===== src/rtl/b64e_pkg.sv =====
// Shared types, constants and the base64 alphabet for the line-wrapped encoder.
`default_nettype none

package b64e_pkg;

  localparam logic [7:0] LINE_BREAK = 8'h0A;
  localparam logic [7:0] PAD_CHAR   = 8'h3D;
  localparam int unsigned LG_W      = 6;   // width of line_groups
  localparam logic [LG_W-1:0] LG_RESET = 6'd19;
  localparam int unsigned Q_DEPTH   = 2;   // group queue entries

  // Register byte addresses
  localparam logic [2:0] ADDR_LINE_GROUPS = 3'd0;

  // One finished group handed from the front to the back
  typedef struct packed {
    logic        last;   // group closes the stream
    logic        brk;    // a line break follows this group
    logic [1:0]  count;  // real bytes in the group, 1..3
    logic [23:0] bits;   // group bytes, first byte high, missing bytes zero
  } group_t;

  // Map one sextet onto the standard alphabet
  function automatic logic [7:0] sextet_char(input logic [5:0] x);
    logic [7:0] c;
    if (x < 6'd26)      c = 8'd65 + {2'b00, x};
    else if (x < 6'd52) c = 8'd71 + {2'b00, x};    // 'a' - 26
    else if (x < 6'd62) c = {2'b00, x} - 8'd4;     // '0' - 52
    else if (x == 6'd62) c = 8'h2B;
    else                c = 8'h2F;
    return c;
  endfunction

endpackage

`default_nettype wire


===== src/rtl/b64e_front.sv =====
// Front end: gathers input bytes into groups and decides line breaks.
`default_nettype none

module b64e_front (
  input  wire logic                      clk,
  input  wire logic                      rst,
  input  wire logic                      s_tvalid,
  output logic                           s_tready,
  input  wire logic [7:0]                s_tdata,   // [7:0] data_byte
  input  wire logic                      s_tlast,   // last_byte
  input  wire logic [b64e_pkg::LG_W-1:0] line_groups,
  input  wire logic                      q_full,
  output logic                           push,
  output b64e_pkg::group_t               push_data
);

  logic [15:0]               held;
  logic [1:0]                phase;
  logic [b64e_pkg::LG_W-1:0] groups_on_line;

  logic                      accept;
  logic                      complete;
  logic [b64e_pkg::LG_W:0]   line_next;
  logic                      full_line;

  assign s_tready = !q_full;
  assign accept   = s_tvalid && s_tready;
  assign complete = (phase == 2'd2) || s_tlast;
  assign push     = accept && complete;

  // Group count on the line after this group; wide enough not to wrap
  assign line_next = {1'b0, groups_on_line} + 7'd1;
  assign full_line = line_next >= {1'b0, line_groups};

  // Assemble the outgoing group
  always_comb begin
    push_data.last  = s_tlast;
    push_data.brk   = full_line || s_tlast;
    push_data.count = phase + 2'd1;
    case (phase)
      2'd0:    push_data.bits = {s_tdata, 16'h0000};
      2'd1:    push_data.bits = {held[15:8], s_tdata, 8'h00};
      default: push_data.bits = {held, s_tdata};
    endcase
  end

  // Byte holding register
  always_ff @(posedge clk) begin
    if (accept && !complete) begin
      if (phase == 2'd0) begin
        held <= {s_tdata, 8'h00};
      end else begin
        held <= {held[15:8], s_tdata};
      end
    end
  end

  // Group phase and line position
  always_ff @(posedge clk) begin
    if (rst) begin
      phase          <= 2'd0;
      groups_on_line <= '0;
    end else if (accept) begin
      if (complete) begin
        phase <= 2'd0;
        if (full_line || s_tlast) begin
          groups_on_line <= '0;
        end else begin
          groups_on_line <= line_next[b64e_pkg::LG_W-1:0];
        end
      end else begin
        phase <= phase + 2'd1;
      end
    end
  end

endmodule

`default_nettype wire


===== src/rtl/b64e_queue.sv =====
// Short queue of finished groups between front and back.
`default_nettype none

module b64e_queue (
  input  wire logic             clk,
  input  wire logic             rst,
  input  wire logic             push,
  input  wire b64e_pkg::group_t push_data,
  output logic                  full,
  input  wire logic             pop,
  output logic                  head_valid,
  output b64e_pkg::group_t      head,
  output logic [1:0]            level
);

  b64e_pkg::group_t entries [b64e_pkg::Q_DEPTH];
  logic             wr_ptr;
  logic             rd_ptr;

  assign full       = level == 2'(b64e_pkg::Q_DEPTH);
  assign head_valid = level != 2'd0;
  assign head       = entries[rd_ptr];

  // Entry storage
  always_ff @(posedge clk) begin
    if (push) begin
      entries[wr_ptr] <= push_data;
    end
  end

  // Pointers and fill level
  always_ff @(posedge clk) begin
    if (rst) begin
      wr_ptr <= 1'b0;
      rd_ptr <= 1'b0;
      level  <= 2'd0;
    end else begin
      if (push) wr_ptr <= ~wr_ptr;
      if (pop)  rd_ptr <= ~rd_ptr;
      case ({push, pop})
        2'b10:   level <= level + 2'd1;
        2'b01:   level <= level - 2'd1;
        default: level <= level;
      endcase
    end
  end

endmodule

`default_nettype wire


===== src/rtl/b64e_back.sv =====
// Back end: turns one queued group into characters, one per cycle while the output is not stalled.
`default_nettype none

module b64e_back (
  input  wire logic              clk,
  input  wire logic              rst,
  input  wire logic              head_valid,
  input  wire b64e_pkg::group_t  head,
  output logic                   pop,
  output logic                   m_tvalid,
  input  wire logic              m_tready,
  output logic [7:0]             m_tdata,   // [7:0] out_char
  output logic                   m_tlast    // last_char
);

  logic [2:0] idx;       // character position within the group, 0..4
  logic       advance;
  logic       final_ch;
  logic [7:0] ch;
  logic       ch_last;

  assign advance  = head_valid && (!m_tvalid || m_tready);
  assign final_ch = head.brk ? (idx == 3'd4) : (idx == 3'd3);
  assign pop      = advance && final_ch;

  // Character select
  always_comb begin
    ch_last = 1'b0;
    case (idx)
      3'd0: ch = b64e_pkg::sextet_char(head.bits[23:18]);
      3'd1: ch = b64e_pkg::sextet_char(head.bits[17:12]);
      3'd2: ch = (head.count >= 2'd2) ? b64e_pkg::sextet_char(head.bits[11:6])
                                      : b64e_pkg::PAD_CHAR;
      3'd3: ch = (head.count == 2'd3) ? b64e_pkg::sextet_char(head.bits[5:0])
                                      : b64e_pkg::PAD_CHAR;
      default: begin
        ch      = b64e_pkg::LINE_BREAK;
        ch_last = head.last;
      end
    endcase
  end

  // Position counter
  always_ff @(posedge clk) begin
    if (rst) begin
      idx <= 3'd0;
    end else if (advance) begin
      idx <= final_ch ? 3'd0 : idx + 3'd1;
    end
  end

  // Output register
  always_ff @(posedge clk) begin
    if (rst) begin
      m_tvalid <= 1'b0;
    end else if (advance) begin
      m_tvalid <= 1'b1;
    end else if (m_tready) begin
      m_tvalid <= 1'b0;
    end
  end

  always_ff @(posedge clk) begin
    if (advance) begin
      m_tdata <= ch;
      m_tlast <= ch_last;
    end
  end

endmodule

`default_nettype wire


===== src/rtl/base64_line_wrapped_encoder_core.sv =====
// Line-wrapped base64 encoder: top level with configuration port.
// The first character of a group passes through the group queue and the output register after
//   the byte that completes the group is accepted (queue empty, output idle); it is held until taken.
// Throughput: one byte per cycle enters while the two-entry group queue has room;
//   output is one character per cycle when not stalled: 4 per group, a line break at line end.
// Sustained rate is set by the output channel: 4 or 5 characters per 3 bytes.
// Reset (rst, synchronous) clears the queue and counters; line_groups returns to 19.
`default_nettype none

module base64_line_wrapped_encoder_core (
  input  wire logic        clk,
  input  wire logic        rst,
  // input bytes
  input  wire logic        s_tvalid,
  output logic             s_tready,
  input  wire logic [7:0]  s_tdata,    // [7:0] data_byte
  input  wire logic        s_tlast,    // last_byte
  // output characters
  output logic             m_tvalid,
  input  wire logic        m_tready,
  output logic [7:0]       m_tdata,    // [7:0] out_char
  output logic             m_tlast,    // last_char
  // configuration
  input  wire logic        psel,
  input  wire logic        penable,
  input  wire logic        pwrite,
  input  wire logic [2:0]  paddr,
  input  wire logic [31:0] pwdata,
  output logic [31:0]      prdata,
  output logic             pready
);

  logic [b64e_pkg::LG_W-1:0] line_groups;
  logic                      push;
  b64e_pkg::group_t          push_data;
  logic                      q_full;
  logic                      pop;
  logic                      head_valid;
  b64e_pkg::group_t          head;
  logic [1:0]                level;

  // Register file
  assign pready = 1'b1;

  always_ff @(posedge clk) begin
    if (rst) begin
      line_groups <= b64e_pkg::LG_RESET;
    end else if (psel && penable && pwrite && pready &&
                 paddr == b64e_pkg::ADDR_LINE_GROUPS) begin
      line_groups <= pwdata[b64e_pkg::LG_W-1:0];
    end
  end

  always_comb begin
    prdata = 32'd0;
    if (paddr == b64e_pkg::ADDR_LINE_GROUPS) begin
      prdata[b64e_pkg::LG_W-1:0] = line_groups;
    end
  end

  b64e_front u_front (
    .clk         (clk),
    .rst         (rst),
    .s_tvalid    (s_tvalid),
    .s_tready    (s_tready),
    .s_tdata     (s_tdata),
    .s_tlast     (s_tlast),
    .line_groups (line_groups),
    .q_full      (q_full),
    .push        (push),
    .push_data   (push_data)
  );

  b64e_queue u_queue (
    .clk        (clk),
    .rst        (rst),
    .push       (push),
    .push_data  (push_data),
    .full       (q_full),
    .pop        (pop),
    .head_valid (head_valid),
    .head       (head),
    .level      (level)
  );

  b64e_back u_back (
    .clk        (clk),
    .rst        (rst),
    .head_valid (head_valid),
    .head       (head),
    .pop        (pop),
    .m_tvalid   (m_tvalid),
    .m_tready   (m_tready),
    .m_tdata    (m_tdata),
    .m_tlast    (m_tlast)
  );

  // The stream always closes on a line break
  assert property (@(posedge clk) disable iff (rst)
    m_tvalid && m_tlast |-> m_tdata == b64e_pkg::LINE_BREAK)
    else $error("final character is not a line break");

  // Queue never overfills and never underflows
  assert property (@(posedge clk) disable iff (rst)
    level <= 2'(b64e_pkg::Q_DEPTH) && !(push && q_full) && !(pop && !head_valid))
    else $error("group queue overrun or underrun");

  // Input is held off exactly when the queue is full
  assert property (@(posedge clk) disable iff (rst)
    s_tready == !q_full)
    else $error("input ready disagrees with queue state");

  // Output register is empty right after reset
  assert property (@(posedge clk)
    rst |=> !m_tvalid)
    else $error("output valid after reset");

endmodule

`default_nettype wire

===== config.mk =====
export PLATFORM = sky130hd
export DESIGN_NAME = base64_line_wrapped_encoder_core
export DESIGN_NICKNAME = d
export VERILOG_FILES = /design/src/rtl/b64e_pkg.sv /design/src/rtl/b64e_front.sv /design/src/rtl/b64e_queue.sv /design/src/rtl/b64e_back.sv /design/src/rtl/base64_line_wrapped_encoder_core.sv
export SDC_FILE = /design/constraint.sdc
export NUM_CORES = 1
export LEC_CHECK = 0
export ABC_CLOCK_PERIOD_IN_PS = 5590
export BUFFER_PORTS_ARGS = -buffer_cell sky130_fd_sc_hd__buf_2
export CORE_MARGIN = 2
export CORE_UTILIZATION = 35
export CTS_CLUSTER_SIZE = 24
export DETAILED_ROUTE_END_ITERATION = 6
export PLACE_DENSITY = 0.59
export SYNTH_ARGS = -nofsm -noshare
export SYNTH_HDL_FRONTEND = slang
export SYNTH_SLANG_ARGS = --single-unit

===== constraint.sdc =====
create_clock -name clk -period 5.59 [get_ports clk]
set_clock_uncertainty 0.2 [all_clocks]
set_input_delay 1.118 -clock clk [delete_from_list [all_inputs] [get_ports clk]]
set_output_delay 1.118 -clock clk [all_outputs]
set_load 0.03 [all_outputs]

## Word-level counts from Yosys, hierarchy flattened

Memory sizes are Yosys's and may differ from the RTL's. A register that Yosys moved wholly into a read port is not among the register bits.
Cells that the tools add are included.

| word-level totals | value |
|---|---|
| register bits after elaboration | 47 |
| RAM bits | 56 |
| input bits | 51 |
| memories kept | 1 |

Memories:

| name | words | width | read ports | clocked after memory_dff | write ports | RTL line | RTL |
|---|---|---|---|---|---|---|---|
| u_queue.entries | 2 | 28 | 1 | 1 | 1 | b64e_queue.sv:16 | `b64e_pkg::group_t entries [b64e_pkg::Q_DEPTH];` |

| cells by class | value |
|---|---|
| $add $sub $neg | 17 |
| $lt $le $gt $ge | 14 |
| equal/unequal tests | 14 |
| multiplexer cells | 32 |
| bitwise logic cells | 2 |
| reductions and logical operators | 23 |

Operators by type and width:

| kind | number |
|---|---|
| $mux W8 | 14 |
| $add A7 B6 Y8 const A | 8 |
| $lt A6 B6 Y1 const B | 8 |
| $pmux W24 S2 | 1 |
| $pmux W8 S4 | 1 |
| $sub A6 B3 Y7 const B | 4 |
| $eq A6 B6 Y1 const B | 4 |
| $lt A6 B5 Y1 const B | 4 |
| $mux W3 | 5 |
| $mux W6 | 2 |
| $eq A2 B2 Y1 const B | 4 |
| $logic_and A1 B1 Y1 | 8 |
| $add A6 B1 Y7 const B | 1 |
| $ge A7 B6 Y1 | 1 |
| $mux W1 | 7 |
| $eq A3 B2 Y1 const B | 2 |
| $logic_not A3 Y1 | 2 |
| $reduce_bool A2 Y1 | 3 |
| $add A2 B1 Y2 const B | 2 |
| $eq A2 B1 Y1 const B | 2 |
| $pmux W2 S2 | 1 |
| $reduce_and A2 Y1 | 2 |
| $reduce_or A4 Y1 | 1 |
| $add A3 B1 Y3 const B | 1 |
| 9 further kinds | 14 |

## Longest topological paths before layout

| depth | value |
|---|---|
| depth after elaboration | 7 |
| mapped depth | 13 |

## Cells and area by module

From an unflattened synthesis, not the netlist that was laid out.

| second synthesis, totals | value |
|---|---|
| cell total of the unflattened synthesis | 607 |
| area, all modules | 6,353.6 µm² |

By module, submodules not included:

| module | times used | cells an instance | area an instance (µm²) | sequential area each (µm²) |
|---|---|---|---|---|
| b64e_queue | 1 | 109 | 2,222.1 | 1,781.7 |
| b64e_back | 1 | 292 | 2,154.6 | 350.3 |
| b64e_front | 1 | 143 | 1,447.6 | 640.6 |
| base64_line_wrapped_encoder_core | 1 | 63 | 529.3 | 120.1 |

## Worst setup path after synthesis

No wires, ideal clock.

| timing path | value |
|---|---|
| path kind | input to register |
| start | input s_tvalid |
| end | memory u_queue.entries[0][0] in the netlist's numbering, enable pin |
| arrival time | 2,919 ps |
| slack | 2,058 ps |
| stages on the path | 5 |
| buffers on the path | 1 |
| path through | nand2_1 > nor2_1 > inv_1 > clkbuf_1 > nor2_1 |

| on the way | value |
|---|---|
| cells in the longest elaborated chain, start to end | 4 |

RTL lines:

| item | RTL line | RTL |
|---|---|---|
| start, declared | base64_line_wrapped_encoder_core.sv:14 | `input wire logic s_tvalid,` |
| $logic_and A1 B1 Y1 | b64e_front.sv:27 | `assign accept = s_tvalid && s_tready;` |
| $logic_and A1 B1 Y1 | b64e_front.sv:29 | `assign push = accept && complete;` |
| $mux W1 | b64e_queue.sv:26 | `if (push) begin` |
| $mux W1 (not written as such) | b64e_queue.sv:27 | `entries[wr_ptr] <= push_data;` |
| end, declared | b64e_queue.sv:16 |  |

No other way between the ends.

==> impl.org <==
** Worst setup path
- For this design, the slowest cell found on the critical path is a21boi_0.
- Type of destination of the critical path :: flop
- STA classifies the critical path startpoint as a flop.
- For the worst flop-to-flop path, the logic depth is 9.
- Data arrival at the endpoint of the critical path :: 3530 ps
- Counting both buffers and inverters, the worst setup path holds a total of 1.
- Critical path class :: reg -> reg
- Stages on the worst setup path :: 9
- The signal on the critical path passes through buf_4 -> a21boi_0 -> ha_1 -> and4bb_2 -> or2_1 -> and3_4 -> a211oi_1 -> a31oi_1 -> or4_1.
- CP required :: 5470 ps
- The cell family contributing the most delay on the critical path is simple AND/OR/NAND/NOR gates.
- Largest driver fanout on the critical path :: 31
- Max incr delay on CP :: 530 ps

** Yosys
- In this run the cell area of the synthesized design comes to 6710 sq um.
- The synthesized design contains 81 enable-type register cells.
- Synthesis produced 660 cells.
- Ys async rst share :: 0%
- The Yosys step of the flow raised 0 warnings.
- Synth Flop Type :: edfxtp_1
- Avg Inst Size Synth :: 10.2 sq um
- In this run the biggest area consumer among cell types represents 36.2% of the synthesized area.
- Most area-consuming cells after synthesis :: edfxtp_1, ha_1, dfxtp_1, buf_4, mux2i_1
- #FFs+latches synth :: 104
- edfxtp_1 takes more of the synthesized area than any other cell.
- Post-synthesis sequential area ratio :: 43.1%
- Number of distinct standard cells referenced by the synthesized netlist :: 69

** GRT
- Entering global routing, the biggest net connects 40 pins.
- The first global-routing pass estimated 23.6 mm of wire.
- Global-route usage over all layers :: 14.9%
- Initial antenna violation count :: 0
- The number of global-route vias before repair is 4364.
- Grt total ovfl :: 0

** Drt
- Detailed routing placed a total of 652 microns of wire on met3.
- Routed length on met2 :: 6.29 mm
- Vias/cell :: 5.28
- Routed length on met1 :: 7.74 mm
- Routed wire length :: 15.0 mm
- In this run, the number of DRC markers left after iteration 0 of detailed routing was 392.
- Number of vias after detailed routing :: 4917
- After detailed routing, the number of remaining DRC violations is 0.
- Final antenna-violating net count :: 0
- The pre-antenna-repair detailed-routing pass consisted of 5 iterations.
- Top routing layer used :: met4
- Wire length per cell :: 16.1 microns

** Job
- Across the run, the number of max-cap violations was 0.

** STA
- The number of hold violations in the final report came to 0.
- Total count of max-transition violations in the final report :: 0
- Max-slew headroom at the worst pin :: 43.4%
- Timing would allow up to 274 MHz.
- At the pin with the least slew margin, the transition time is 846 ps.
- Worst setup margin :: 1940 ps
- Accumulated negative setup slack :: 0 ps
- Setup-failing EPs final :: 0
- Minimum clock period :: 3650 ps
- Share of the clock period used by the worst path :: 65.3%
- Setup repair after global routing missed its margin :: false

** Placement
- Buffers on Ports :: 41
- After legalization and detailed placement, the total HPWL measured 11.3 mm.
- Post-Place Worst Slack :: 1970 ps
- At the end of routability-driven placement, the weighted congestion stood at 0.895.

** Clock tree
- The clock tree synthesis step divided the H-tree into 3 levels.
- Cell at the root of the clock tree :: clkbuf_16
- CTS saw 104 sinks.
- Buffers from clock root to sink, at most :: 2
- TritonCTS built the clock tree.
- Resized cells post-CTS :: 0
- Clk_lat worst skew :: 350 ps
- After clock tree synthesis, the setup repair step added 0 buffers.
- Register clock-pin slew on the reported worst setup and hold paths :: 70 ps
- Counting the buffers created by CTS gives 9.
- Buffers inserted to repair hold after CTS numbered 0.

** Die
- Horiz. Die Dim :: 142 microns
- Pin placement for this block handled 95 I/O pins.
- For this configuration, the core starts out at a cell density of 35.8%.
- Overall die area :: 20300 sq um
- The core region is 18800 sq um.
- The initialized floorplan defines 50 standard-cell rows.
- The die is 142 microns tall.

** Status
- Run status :: finished, final reports clean

** Layout
- Relative to the synthesized area, the layout overhead comes to 8.71%.
- Fill cell total of the finished layout :: 1843
- After the last flow step, the layout net total stands at 784.
- Share of final-layout standard cells stronger than drive strength 1 :: 13.0%
- The number of antenna diodes in the final layout is 0.

** Power and ir drop
- Standby leakage power :: 0.00276 uW
- VDD sags by at most 0.141 mV.
- Power spread over the standard cell area amounts to 255 nW/um^2.

** Hold path
- Hold Crit Class :: reg -> reg
- Along the worst hold path, the cell count comes to 2.
[worst paths after layout]
| check | start | to | slack [ps] |
|---|---|---|---|
| worst max register to register | flop | u_back.m_tdata[2] | 1940 |
| worst min-delay path | u_front.groups_on_line[1] | u_front.groups_on_line[1] | 280 |
| worst min register to register | u_front.groups_on_line[1] | u_front.groups_on_line[1] | 280 |
| worst max-delay path | flop | u_back.m_tdata[2] | 1940 |
[cells by family (layout without fill, tap and decap cells)]
logic type	count (synthesis)	count (layout)	share of synthesized area, %
compound gates	163	163	16.8
xor+xnor	17	17	2.22
fa+ha+maj	40	40	7.46
buf+inv	84	97	7.16
flops	104	104	43.1
mux	38	38	6.21
other cells	2	27	0.112
simple gates	212	212	17.0
[metal layers]
layer / vias to the layer above / track usage [%]
met3: 15 / 1.85
met1: 2280 / 22.6
li1: 2463 / -
met2: 159 / 21.6
met4: 0 / 5.68
met5: - / 0
[cell usage in the layout (no fill, tap or decap), types with 16 or more instances in the layout]
| cell type | Yosys | routed |
|---|---|---|
| a21oi_1 | 36 | 36 |
| inv_1 | 33 | 33 |
| buf_2 | 5 | 41 |
| nor2_1 | 40 | 39 |
| a22o_1 | 16 | 16 |
| nand3_1 | 23 | 23 |
| mux2i_1 | 21 | 21 |
| edfxtp_1 | 81 | 81 |
| dfxtp_1 | 23 | 22 |
| nor2b_1 | 19 | 19 |
| and2_1 | 17 | 17 |
| conb_1 | 2 | 27 |
| ha_1 | 40 | 40 |
| o21ai_0 | 23 | 23 |
| nand2_1 | 42 | 42 |
[power by group]
part / switching [uW] / internal, uW
registers: 20.5 / 882
logic: 210 / 108
clock network: 275 / 363
total: 505 / 1350
[worst min-delay path, stage by stage (launching register included)]
cell and delay [ps]:
dfxtp_1 320, nand2_1 50, a21oi_1 50
[metrics by stage]
stage | instances | hold slack (ps) | utilization (%) | instance area, sq um | total power, uW
finish | 932 | 280 | 38.9 | 7290 | 1860
global route | 932 | 289 | 38.9 | 7290 | 1940
CTS | 932 | 280 | 38.9 | 7290 | 1870
detailed placement | 916 | 269 | 37.3 | 6990 | 1230
global placement | 916 | 261 | 37.3 | 6990 | 1230
floorplan | 685 | 244 | - | 6800 | 1160
[flip-flops by register name (all words and copies together), names as in the netlist, named ones only]
name                    count
line_groups                 6
u_back.idx                  3
u_back.m_tdata              8
u_back.m_tlast              1
u_back.m_tvalid             1
u_front.groups_on_line      6
u_front.held               16
u_front.phase               2
u_queue.entries            56
u_queue.level               2
u_queue.rd_ptr              1
u_queue.wr_ptr              1
[final cells by class]
class / count / area (sq um) / share of cell area [%]
clock buffer: 12 / 248 / 3.40
clock inverter: 4 / 52.6 / 0.720
inverter: 35 / 131 / 1.80
multi-input combinational: 497 / 3430 / 47.1
sequential: 104 / 2890 / 39.7
tap: 234 / 293 / 4.01
timing repair buffer: 46 / 243 / 3.33
[synthesized netlist by cell type (5+ instances only)]
master    count
edfxtp_1     81
a21o_1       11
mux2_2       12
dfxtp_1      23
buf_6         5
a22o_1       16
nand3_1      23
buf_2         5
a21oi_1      36
mux2i_1      21
buf_4        28
nand3b_1      9
xnor2_1      14
o211ai_1     11
nor3_1       10
clkbuf_1     10
nor4_1        5
nand2_1      42
ha_1         40
nor4b_1       5
nand4_1       9
or3_1         5
nand2b_1      8
and2_1       17
o21ai_0      23
nor2b_1      19
a31oi_1      10
a211oi_1      9
nor2_1       40
inv_1        33
(Power assumes the default switching activity.)
